===== src/sv/prsd_pkg.sv =====
// shared types and constants of the packed relocation stream decoder
package prsd_pkg;

  localparam int unsigned ByteW      = 8;
  localparam int unsigned OffsetW    = 32;
  localparam int unsigned LengthW    = 24;
  localparam int unsigned CountW     = LengthW + 1;
  localparam int unsigned PhaseW     = 2;
  localparam int unsigned ResultDepth = 3;
  localparam int unsigned FillW      = $clog2(ResultDepth + 1);

  // phase codes
  localparam logic [PhaseW-1:0] PhaseCode   = 2'd0;
  localparam logic [PhaseW-1:0] PhaseMarker = 2'd1;

  // fixup kinds
  localparam logic KindWord = 1'b0;
  localparam logic KindBase = 1'b1;

  // delta masks
  localparam logic [OffsetW-1:0] LoadKeepMask = 32'hFFFF_8000;
  localparam logic [OffsetW-1:0] DoneKeepMask = 32'hFFFF_FFF0;

  typedef struct packed {
    logic [ByteW-1:0] table_byte;
    logic             start_of_table;
  } in_item_t;

  typedef struct packed {
    logic [OffsetW-1:0] fixup_offset;
    logic               fixup_kind;
    logic               last_of_run;
  } out_item_t;

  typedef struct packed {
    logic [OffsetW-1:0] delta_accum;
    logic [OffsetW-1:0] running_offset;
    logic [CountW-1:0]  bytes_consumed;
    logic [PhaseW-1:0]  phase;
  } dec_state_t;

  typedef struct packed {
    logic [1:0] count;
    out_item_t  first;
    out_item_t  second;
  } result_push_t;

endpackage


===== src/sv/prsd_decode.sv =====
// combinational decode of one table byte against the held decoder state
module prsd_decode (
  input  prsd_pkg::in_item_t                  item_i,
  input  logic [prsd_pkg::LengthW-1:0]        table_length_i,
  input  prsd_pkg::dec_state_t                state_i,
  output prsd_pkg::dec_state_t                state_o,
  output prsd_pkg::result_push_t              push_o
);
  import prsd_pkg::*;

  dec_state_t         st;
  logic [ByteW-1:0]   rot;
  logic [CountW-1:0]  pos;
  logic               in_range;
  logic               is_last;
  logic               code_emits;
  logic [OffsetW-1:0] load_delta;
  logic [OffsetW-1:0] done_sum;
  logic [OffsetW-1:0] done_delta;
  logic [OffsetW-1:0] new_off;

  always_comb begin
    st = state_i;
    if (item_i.start_of_table) begin
      st = '0;
      st.phase = PhaseCode;
    end
  end

  assign rot        = {item_i.table_byte[2:0], item_i.table_byte[7:3]};
  assign pos        = st.bytes_consumed + CountW'(1);
  assign in_range   = pos <= {1'b0, table_length_i};
  assign is_last    = pos == {1'b0, table_length_i};
  assign load_delta = (st.delta_accum & LoadKeepMask) | {17'd0, rot, 7'd0};
  assign done_sum   = (st.delta_accum & DoneKeepMask) + {24'd0, rot};
  assign done_delta = {1'b0, done_sum[OffsetW-1:1]};
  assign new_off    = st.running_offset + done_delta;
  assign code_emits = !rot[0] && is_last;

  always_comb begin
    logic do_code;
    do_code = 1'b0;
    state_o = st;
    push_o  = '0;
    if (in_range) begin
      state_o.bytes_consumed = pos;
      unique case (st.phase)
        PhaseMarker: begin
          if (item_i.table_byte == '0) begin
            state_o.phase = PhaseCode;
            push_o.count  = 2'd1;
            push_o.first  = '{fixup_offset: st.running_offset, fixup_kind: KindWord,
                              last_of_run: 1'b1};
          end else begin
            // nonzero marker: base result, then the same byte as a code byte
            do_code = 1'b1;
            push_o.first = '{fixup_offset: st.running_offset, fixup_kind: KindBase,
                             last_of_run: !code_emits};
            push_o.second = '{fixup_offset: new_off, fixup_kind: KindBase,
                              last_of_run: 1'b1};
            push_o.count = code_emits ? 2'd2 : 2'd1;
          end
        end
        default: begin
          do_code = 1'b1;
          push_o.first = '{fixup_offset: new_off, fixup_kind: KindBase, last_of_run: 1'b1};
          push_o.count = code_emits ? 2'd1 : 2'd0;
        end
      endcase
      if (do_code) begin
        if (rot[0]) begin
          state_o.delta_accum = load_delta;
          state_o.phase       = PhaseCode;
        end else begin
          state_o.delta_accum    = done_delta;
          state_o.running_offset = new_off;
          state_o.phase          = is_last ? PhaseCode : PhaseMarker;
        end
      end
    end
  end

endmodule


===== src/sv/prsd_result_fifo.sv =====
// shifting result queue that takes up to two results per cycle
module prsd_result_fifo (
  input  logic                   clk_i,
  input  logic                   rst_ni,
  input  prsd_pkg::result_push_t push_i,
  output logic                   room_o,
  output logic                   out_valid_o,
  input  logic                   out_ready_i,
  output prsd_pkg::out_item_t    out_item_o
);
  import prsd_pkg::*;

  out_item_t        slot_q [ResultDepth];
  out_item_t        slot_d [ResultDepth];
  logic [FillW-1:0] fill_q, fill_d;
  logic             pop;
  logic [FillW-1:0] base;

  assign pop         = out_valid_o && out_ready_i;
  assign out_valid_o = fill_q != '0;
  assign out_item_o  = slot_q[0];
  assign room_o      = fill_q <= FillW'(1);
  assign base        = fill_q - FillW'(pop);
  assign fill_d      = base + FillW'(push_i.count);

  always_comb begin
    for (int i = 0; i < ResultDepth; i++) begin
      if (pop && (i < ResultDepth - 1)) begin
        slot_d[i] = slot_q[i+1];
      end else begin
        slot_d[i] = slot_q[i];
      end
      if ((push_i.count != 2'd0) && (FillW'(i) == base)) begin
        slot_d[i] = push_i.first;
      end
      if ((push_i.count == 2'd2) && (FillW'(i) == base + FillW'(1))) begin
        slot_d[i] = push_i.second;
      end
    end
  end

  always_ff @(posedge clk_i or negedge rst_ni) begin
    if (!rst_ni) begin
      fill_q <= '0;
    end else begin
      fill_q <= fill_d;
    end
  end

  always_ff @(posedge clk_i) begin
    for (int i = 0; i < ResultDepth; i++) begin
      slot_q[i] <= slot_d[i];
    end
  end

endmodule


===== src/sv/packed_relocation_stream_decoder.sv =====
// top level of the packed relocation stream decoder
//
// takes one table byte per transaction and turns the packed relocation table
// into absolute fixup offsets. a byte is accepted into an input register,
// decoded from there against the running state (rotate, mask, delta add,
// offset add, length compare) once the queue has room, and its results go
// into a three-entry result queue. one byte per cycle is sustained while the
// consumer keeps up; a byte that yields two results stalls the input, since
// the queue then holds two entries and the input register waits until one
// drains. bytes past table_length give no result. the user must write
// table_length through cfg_we_i only while no transaction is in flight; the
// block itself does not enforce this.
module packed_relocation_stream_decoder (
  input  logic                         clk_i,
  input  logic                         rst_ni,
  input  logic                         cfg_we_i,
  input  logic [prsd_pkg::LengthW-1:0] cfg_wdata_i,
  input  logic                         in_valid_i,
  output logic                         in_ready_o,
  input  prsd_pkg::in_item_t           in_item_i,
  output logic                         out_valid_o,
  input  logic                         out_ready_i,
  output prsd_pkg::out_item_t          out_item_o
);
  import prsd_pkg::*;

  // configuration
  logic [LengthW-1:0] table_length_q;

  // input register
  logic     in_valid_q;
  in_item_t in_item_q;

  // decoder state
  dec_state_t   state_q, state_d;
  result_push_t dec_push;
  result_push_t push;

  logic room;
  logic proc;
  logic in_accept;

  // decode the held byte when the queue has room for two results
  assign proc       = in_valid_q && room;
  assign in_ready_o = !in_valid_q || room;
  assign in_accept  = in_valid_i && in_ready_o;

  prsd_decode u_decode (
    .item_i         (in_item_q),
    .table_length_i (table_length_q),
    .state_i        (state_q),
    .state_o        (state_d),
    .push_o         (dec_push)
  );

  // only push when the byte is actually consumed
  always_comb begin
    push = dec_push;
    if (!proc) begin
      push.count = 2'd0;
    end
  end

  prsd_result_fifo u_result_fifo (
    .clk_i       (clk_i),
    .rst_ni      (rst_ni),
    .push_i      (push),
    .room_o      (room),
    .out_valid_o (out_valid_o),
    .out_ready_i (out_ready_i),
    .out_item_o  (out_item_o)
  );

  // control and state registers
  always_ff @(posedge clk_i or negedge rst_ni) begin
    if (!rst_ni) begin
      table_length_q <= '0;
      in_valid_q     <= 1'b0;
      state_q        <= '0;
    end else begin
      if (cfg_we_i) begin
        table_length_q <= cfg_wdata_i;
      end
      if (in_accept) begin
        in_valid_q <= 1'b1;
      end else if (proc) begin
        in_valid_q <= 1'b0;
      end
      if (proc) begin
        state_q <= state_d;
      end
    end
  end

  // input payload register
  always_ff @(posedge clk_i) begin
    if (in_accept) begin
      in_item_q <= in_item_i;
    end
  end

`ifndef SYNTHESIS
  // a held byte waiting on the queue keeps its payload
  assert property (@(posedge clk_i) disable iff (!rst_ni)
    in_valid_q && !proc |=> in_valid_q && $stable(in_item_q))
    else $error("held input byte lost or changed while stalled");

  // a consumed byte with results makes the output valid next cycle
  assert property (@(posedge clk_i) disable iff (!rst_ni)
    proc && (push.count != 2'd0) |=> out_valid_o)
    else $error("results pushed but output not valid");

  // with two results only the second one closes the run
  assert property (@(posedge clk_i) disable iff (!rst_ni)
    push.count == 2'd2 |-> !push.first.last_of_run && push.second.last_of_run)
    else $error("last_of_run misplaced on a two-result byte");

  // a byte ignored past the table leaves the running offset unchanged
  assert property (@(posedge clk_i) disable iff (!rst_ni)
    proc && !in_item_q.start_of_table && (push.count == 2'd0)
      && (state_d.bytes_consumed == state_q.bytes_consumed)
      |=> $stable(state_q.running_offset))
    else $error("offset moved on an ignored byte");
`endif

endmodule

===== config.mk =====
export PLATFORM = sky130hd
export DESIGN_NAME = packed_relocation_stream_decoder
export DESIGN_NICKNAME = d
export VERILOG_FILES = /design/src/sv/prsd_pkg.sv /design/src/sv/prsd_decode.sv /design/src/sv/prsd_result_fifo.sv /design/src/sv/packed_relocation_stream_decoder.sv
export SDC_FILE = /design/constraint.sdc
export NUM_CORES = 1
export LEC_CHECK = 0
export BUFFER_PORTS_ARGS = -buffer_cell sky130_fd_sc_hd__buf_2
export CAP_MARGIN = 20
export CORE_MARGIN = 3
export CORE_UTILIZATION = 34
export CTS_CLUSTER_SIZE = 8
export DETAILED_ROUTE_END_ITERATION = 10
export GPL_ROUTABILITY_DRIVEN = 0
export PLACE_DENSITY = 0.57
export SYNTH_ARGS = -nofsm -noshare
export SYNTH_HDL_FRONTEND = slang
export SYNTH_HIERARCHICAL = 1
export SYNTH_SLANG_ARGS = --single-unit

===== constraint.sdc =====
create_clock -name clk_i -period 8 [get_ports clk_i]
set_clock_uncertainty 0.2 [all_clocks]
set_input_delay 1.6 -clock clk_i [delete_from_list [all_inputs] [get_ports clk_i]]
set_output_delay 1.6 -clock clk_i [all_outputs]
set_load 0.05 [all_outputs]

==> out/results.ini, run 1 <==
[final_layout]
final.fill_count = 4685
synthToLayoutAreaGrowth_pct = 9.602
nets = 1772
final_core_util_pct = 37.78
post_route_cells_drive_above_1_share_pct = 19.27
antenna_cells_inserted = 0

[global_routing]
grt_pass1_vias = 11950
first_pass_grt_wire_length_mm = 65.27
gr-total-overflow = 0
met1_track_demand_over_resource_pct = 22.76
pin_count_of_the_biggest_net_entering_global_routing = 107
grtUsageTotal_pct = 15.83
globalRouteMet3Util_pct = 2.605
global_route.usage.met2_pct = 24.83
antenna_found_initial = 1
busiest_layer = met2

[clock_network]
tritoncts_num_sinks = 225
cts-root-buf = sky130_fd_sc_hd__clkbuf_16
post_cts_hold_buffer_count = 0
worstSkewPairLatency_ns = 0.53
cts_inserted_buffers = 34
clockBufferDepth = 3
clkTransAtPathRegs_ns = 0.05
tritoncts_clock_tree = done
post-cts-setup-buffer-count = 0
cells_resized_by_post_cts_repair = 0
ctsHtreeMaxLevel = 2

[detailed_routing]
final_antenna_net_count = 0
drt-initial-drc-count = 948
wirelength_mm = 39.65
drcViolationCount = 0
routed-via-count = 12410
first_pass_iters = 5
vias_per_cell = 5.375
wl_per_cell_um = 17.17

[timing]
crit_path_time_final_ns = 7.336
finalSetupViolations = 0
layout_worst_path_cycle_share_pct = 91.70
slew_margin_rel_pct = 29.12
worst_slew_pin_slew_ns = 1.063
setup_tns_ns = 0
slew_violations = 0
fmaxAchievable_mhz = 136.3
finalHoldViolations = 0
setup_repair_after_global_routing_missed_its_margin = no

[floorplan]
core_ar_um2 = 46650
die_area_um2 = 49940
fp.dieH_um = 223.5
design.portCount = 74
start_util_pct = 34.47
placement_rows = 79
die-width_um = 223.5

[min_path]
min-delay-path-class = register to register

[power]
power_leakage_nw = 7.256
ir_drop_mv = 0.1750
p_total_mw = 4.787
power_per_cell_area_nw_per_um2 = 271.6

[logic_synthesis]
synthesized_nets = 1785
synthCells = 1692
post_synth.cell_area_avg_um2 = 9.504
syn_area_um2 = 16080
yosys_warnings = 6

[placed_design]
place.port_buffers = 73
dp.final_hpwl_mm = 28.24

[setup_path]
critPathCaptureType = register
required_ns = 7.98
crit_path_dat_ns = 7.31
critPathKind = register to register
setup.worst_path.start_class = register
worstPathMaxFanout = 35

[run_status]
outcome = completed

[run]
cap_viol_max_count = 0

## worst max-delay path, cell delays in order (launching register included)
cell,delay (ns)
sky130_fd_sc_hd__edfxtp_1,0.52
sky130_fd_sc_hd__nor2b_1,0.31
sky130_fd_sc_hd__ha_1,0.26
sky130_fd_sc_hd__nand3_1,0.17
sky130_fd_sc_hd__nor3_2,0.35
sky130_fd_sc_hd__nand4_2,0.29
sky130_fd_sc_hd__nor4_1,0.58
sky130_fd_sc_hd__nand3_1,0.22
sky130_fd_sc_hd__xor2_1,0.17
sky130_fd_sc_hd__nor2_1,0.06
sky130_fd_sc_hd__ha_1,0.31
sky130_fd_sc_hd__nand2_1,0.07
sky130_fd_sc_hd__nor3_1,0.39
sky130_fd_sc_hd__o211ai_1,0.16
sky130_fd_sc_hd__nand2_1,0.08
sky130_fd_sc_hd__o21ai_0,0.17
sky130_fd_sc_hd__nand2b_1,0.13
sky130_fd_sc_hd__a21o_1,0.15
sky130_fd_sc_hd__o21a_1,0.12
sky130_fd_sc_hd__a2111oi_0,0.06
sky130_fd_sc_hd__buf_4,0.20
sky130_fd_sc_hd__and3_2,0.27
sky130_fd_sc_hd__nor3b_4,0.50
sky130_fd_sc_hd__nand2_2,0.60
sky130_fd_sc_hd__o21ai_2,0.22
sky130_fd_sc_hd__buf_4,0.41
## metal layers
metal	routed length, µm	up-vias
met3	2038	56
met1	19240	5883
li1	-	6138
met2	17620	335
met5	0	-
met4	748	0
## power breakdown
group / internal (mW) / switching, mW / total [mW]
sequential: 1.47 / 0.126 / 1.59
clock: 0.822 / 0.527 / 1.35
combinational: 0.602 / 1.24 / 1.85
## through the flow
stage	cell area, µm²	hold WS [ns]	instances	setup slack (ns)
floorplan	16080	0.2710	1692	0.2167
global placement	16570	0.2783	2247	0.3793
detailed placement	16570	0.2840	2247	0.07833
CTS	17570	0.2963	2306	0.02466
global route	17620	0.3166	2309	0.04336
finish	17620	0.2968	2309	0.6639
## cell type report
cell class / count / area [µm²] / share of cell area, %
repair buffers: 94 / 556.8 / 3.159
multi-input cells: 1281 / 8960 / 50.84
clock buffers: 57 / 968.4 / 5.495
well taps: 607 / 759.5 / 4.309
flip-flops and latches: 225 / 6186 / 35.10
clock inverters: 2 / 32.53 / 0.1846
inverters: 43 / 161.4 / 0.9158
## flip-flops by register name, summed over array words and instances (netlist names)
| signal | cells |
|---|---|
| u_result_fifo/slot_q | 102 |
| state_q | 87 |
| table_length_q | 24 |
| in_item_q | 9 |
| u_result_fifo/fill_q | 2 |
| in_valid_q | 1 |
## placed cells by master (no fill, tap or decap), drive strengths merged, types with 5 or more instances in the layout
cell and instances:
nor2b 44, inv 41, or2 9, edfxtp 111, xnor2 59, or3 8, a211oi 16, and2 10
nor2 142, xor2 52, nand2 148, mux2i 10, o21ai 111, a21oi 69, nand4 47, nor4 9
dfrtp 114, nor3 55, buf 94, nand3 37, and3 54, o21a 9, clkbuf 57, a221o 35
ha 53, a31oi 44, o211ai 6, nand2b 15, a21o 19, mux2 151, a31o 5
## path summary, 6_finish.rpt
| kind | end | slack (ns) | cells after the start | from |
|---|---|---|---|---|
| hold reg to reg | state_q[65]$_DFFE_PN0P_ | 0.30 | 1 | state_q[65]$_DFFE_PN0P_ |
| hold / removal | state_q[65]$_DFFE_PN0P_ | 0.30 | 1 | state_q[65]$_DFFE_PN0P_ |
| setup / recovery | u_result_fifo/slot_q[0][76]$_DFFE_PP_ | 0.66 | 25 | in_item_q[0]$_DFFE_PP_ |
| max in group asynchronous | state_q[73]$_DFFE_PN0P_ | 5.63 | 3 | rst_ni |
| setup reg to reg | u_result_fifo/slot_q[0][76]$_DFFE_PP_ | 0.66 | 25 | in_item_q[0]$_DFFE_PP_ |
| min in group asynchronous | table_length_q[19]$_DFFE_PN0P_ | 0.86 | 1 | rst_ni |
Note: power is estimated with default switching activity, not from simulation.
==> run 2: changes to the inputs <==
ABC_AREA = 1   (was not set)
CELL_PAD_IN_SITES_DETAIL_PLACEMENT = 0   (was not set)
CELL_PAD_IN_SITES_GLOBAL_PLACEMENT = 1   (was not set)
PLACE_DENSITY = 0.72   (was 0.57)
==> out/results.ini, run 2 <==
[setup_path]
critical_path.reg2reg.endpoint = u_result_fifo/slot_q[0][79]$_DFFE_PP_
required_ns = 7.98  ; about the same
slowest_stage = sky130_fd_sc_hd__nor2_4
worst_path_largest_cell_delay_ns = 0.66  ; +0.06 ns
critical-path-top-cell-by-count = sky130_fd_sc_hd__nand2_1
crit_path_dat_ns = 6.85  ; -0.46 ns
reg2reg_slack_ns = 1.13  ; +0.46 ns
timing.critical_path.max_delay_family = simple AND/OR/NAND/NOR gates
critical_path_buf_inv_count = 6  ; +4
setup.worst_path.start_class = register
rr_startpoint = in_item_q[0]$_DFFE_PP_
ff2ff_path_depth = 25  ; unchanged
critPathKind = register to register
cp-startpoint = in_item_q[0]$_DFFE_PP_
worstPathMaxFanout = 46  ; +31%
critPathCaptureType = register

[clock_network]
cts-root-buf = sky130_fd_sc_hd__clkbuf_16
clockBufferDepth = 3  ; unchanged
worstSkewPairLatency_ns = 0.54  ; about the same
post-cts-setup-buffer-count = 0  ; unchanged
clkTransAtPathRegs_ns = 0.05  ; about the same
post_cts_hold_buffer_count = 0  ; unchanged
tritoncts_num_sinks = 225  ; unchanged
cts_inserted_buffers = 34  ; unchanged
ctsHtreeMaxLevel = 2  ; unchanged
tritoncts_clock_tree = done
cells_resized_by_post_cts_repair = 0  ; unchanged

[power]
power_per_cell_area_nw_per_um2 = 253.1  ; -6.8%
switching_power_mw = 1.954  ; +3.0%
power.share.clock_pct = 28.9  ; +0.7 points
power.combinational.fraction_pct = 37.7  ; -0.9 points
power.share.switching_pct = 41.58  ; +1.9 points
power_leakage_nw = 9.066  ; +25%
ir_drop_mv = 0.1341  ; -23%
power.sequential.fraction_pct = 33.4  ; about the same
p_int_mw = 2.745  ; -5.0%

[logic_synthesis]
yosys_warnings = 6  ; unchanged
post_synth.cell_area_avg_um2 = 6.897  ; -27%
synthCells = 2473  ; +46%
synthesized_nets = 2566  ; +44%
syn_area_um2 = 17060  ; +6.1%

[timing]
crit_path_time_final_ns = 6.873  ; -0.4630 ns
postLayoutSetupSlackWorst_ns = 1.127  ; +0.4630 ns
setup_repair_after_global_routing_missed_its_margin = no
hold_ws_ns = 0.2668  ; -0.02999 ns
slew_violations = 0  ; unchanged
finalSetupViolations = 0  ; unchanged
finalHoldViolations = 0  ; unchanged
fmaxAchievable_mhz = 145.5  ; +6.7%
layout_worst_path_cycle_share_pct = 85.91  ; -5.8 points
slew_margin_rel_pct = 31.46  ; +2.3 points
worst_slew_pin_slew_ns = 1.028  ; -0.03508 ns
setup_tns_ns = 0  ; unchanged

[floorplan]
die_area_um2 = 52890  ; +5.9%
design.portCount = 74  ; unchanged
start_util_pct = 34.63  ; +0.16 points
fp.dieH_um = 230.0  ; +2.9%
placement_rows = 81  ; +2.5%
die-width_um = 230.0  ; +2.9%
core_ar_um2 = 49250  ; +5.6%

[min_path]
worstHoldEndpoint = state_q[50]$_DFFE_PN0P_
min-delay-path-class = register to register
min-delay-start = state_q[50]$_DFFE_PN0P_
hold-path-cell-count = 2  ; +1

[run]
cap_viol_max_count = 0  ; unchanged

[final_layout]
final.fill_count = 5401  ; +15%
flip_flop_count_of_the_largest_register_after_layout = 102  ; unchanged
post_route_cells_drive_above_1_share_pct = 9.749  ; -9.5 points
layout_common_cells = 690 x sky130_fd_sc_hd__nand2_1, 381 x sky130_fd_sc_hd__nand3_1, 324 x sky130_fd_sc_hd__inv_1, 199 x sky130_fd_sc_hd__nor2_1, 113 x sky130_fd_sc_hd__dfrtp_1
synthToLayoutAreaGrowth_pct = 8.840
nets = 2544  ; +44%
largest_register = u_result_fifo/slot_q
antenna_cells_inserted = 0  ; unchanged
layout_commonest_cell = sky130_fd_sc_hd__nand2_1
largest_registers = u_result_fifo/slot_q x102, state_q x87, table_length_q x24

[run_status]
outcome = completed

[placed_design]
dp.final_hpwl_mm = 33.67  ; +19%
place.port_buffers = 73  ; unchanged
post-place-ws_ns = 1.122  ; +1.044 ns

[global_routing]
antenna_found_initial = 0  ; -1
grt_pass1_vias = 14690  ; +23%
first_pass_grt_wire_length_mm = 77.83  ; +19%
gr-total-overflow = 0  ; unchanged
grtUsageTotal_pct = 17.81  ; +2.0 points
pin_count_of_the_biggest_net_entering_global_routing = 89  ; -17%

[detailed_routing]
wirelength_mm = 46.65  ; +18%
drt-initial-drc-count = 1114  ; +18%
routed-via-count = 15290  ; +23%
first_pass_iters = 5  ; unchanged
wl_per_cell_um = 14.87  ; -13%
final_antenna_net_count = 0  ; unchanged
drcViolationCount = 0  ; unchanged
vias_per_cell = 4.874  ; -9.3%

[run 2: cell type report]
type / count / area (µm²) / area share [%]
flip-flops and latches: 225 / 6187 / 33.33
clock inverters: 2 / 28.78 / 0.1550
clock buffers: 55 / 970.9 / 5.230
well taps: 664 / 830.8 / 4.475
inverters: 344 / 1296 / 6.983
repair buffers: 96 / 548.0 / 2.952
multi-input cells: 1750 / 8702 / 46.88
[run 2: how the worst max path moves through the flow]
| stage | end | slack (ns) | cells past startpoint |
|---|---|---|---|
| 4_1_cts | u_result_fifo/slot_q[0][84]$_DFFE_PP_ | 1.08 | 25 |
| 3_3_place_gp | u_result_fifo/slot_q[0][73]$_DFFE_PP_ | 1.24 | 25 |
| 2_1_floorplan | u_result_fifo/slot_q[0][34]$_DFFE_PP_ | 1.32 | 33 |
| 3_5_place_dp | u_result_fifo/slot_q[0][72]$_DFFE_PP_ | 1.12 | 25 |
| 5_1_grt | u_result_fifo/slot_q[0][84]$_DFFE_PP_ | 0.31 | 25 |
| 6_report | u_result_fifo/slot_q[0][79]$_DFFE_PP_ | 1.13 | 25 |
[run 2: power by group through the flow]
stage	combinational, mW	sequential, mW	clock, mW
after floorplan	1.42	1.56	0
after global routing	1.98	1.59	1.46
after detailed placement	1.78	1.59	0
final	1.77	1.57	1.36
after CTS	1.78	1.57	1.41
after global placement	1.75	1.59	0
[run 2: stage by stage]
step / util, % / total power, mW / instance area, µm² / instances
floorplan: - / 2.979 / 17060 / 2473
global placement: 35.63 / 3.341 / 17550 / 3078
detailed placement: 35.66 / 3.366 / 17560 / 3079
CTS: 37.69 / 4.761 / 18560 / 3136
global route: 37.69 / 5.033 / 18560 / 3136
finish: 37.69 / 4.699 / 18560 / 3136
[run 2: metal layers]
layer / up-vias / wire length (µm) / GRT usage, %
li1: 7892 / - / -
met1: 6988 / 22910 / 25.75
met2: 351 / 20340 / 28.12
met3: 54 / 2542 / 2.366
met4: 0 / 844 / 4.521
met5: - / 0 / 0
[run 2: worst reg2reg max path, cell delays in order, from the launching register on]
cell and delay, ns:
sky130_fd_sc_hd__edfxtp_1 0.48, sky130_fd_sc_hd__buf_4 0.31, sky130_fd_sc_hd__inv_6 0.36, sky130_fd_sc_hd__nand2_1 0.22
sky130_fd_sc_hd__nor4_1 0.57, sky130_fd_sc_hd__nand3_1 0.18, sky130_fd_sc_hd__nor2_1 0.18, sky130_fd_sc_hd__nand4_1 0.12
sky130_fd_sc_hd__xor2_1 0.18, sky130_fd_sc_hd__ha_1 0.30, sky130_fd_sc_hd__nand2_1 0.05, sky130_fd_sc_hd__inv_1 0.07
sky130_fd_sc_hd__nand3_1 0.07, sky130_fd_sc_hd__nor3_1 0.25, sky130_fd_sc_hd__nand3_2 0.23, sky130_fd_sc_hd__nor4_1 0.38
sky130_fd_sc_hd__nor2_1 0.14, sky130_fd_sc_hd__o21a_1 0.14, sky130_fd_sc_hd__inv_1 0.05, sky130_fd_sc_hd__nor2_1 0.06
sky130_fd_sc_hd__inv_1 0.10, sky130_fd_sc_hd__nand2_1 0.10, sky130_fd_sc_hd__nor2_4 0.66, sky130_fd_sc_hd__nand2_2 0.54
sky130_fd_sc_hd__nand2_1 0.17, sky130_fd_sc_hd__buf_4 0.41
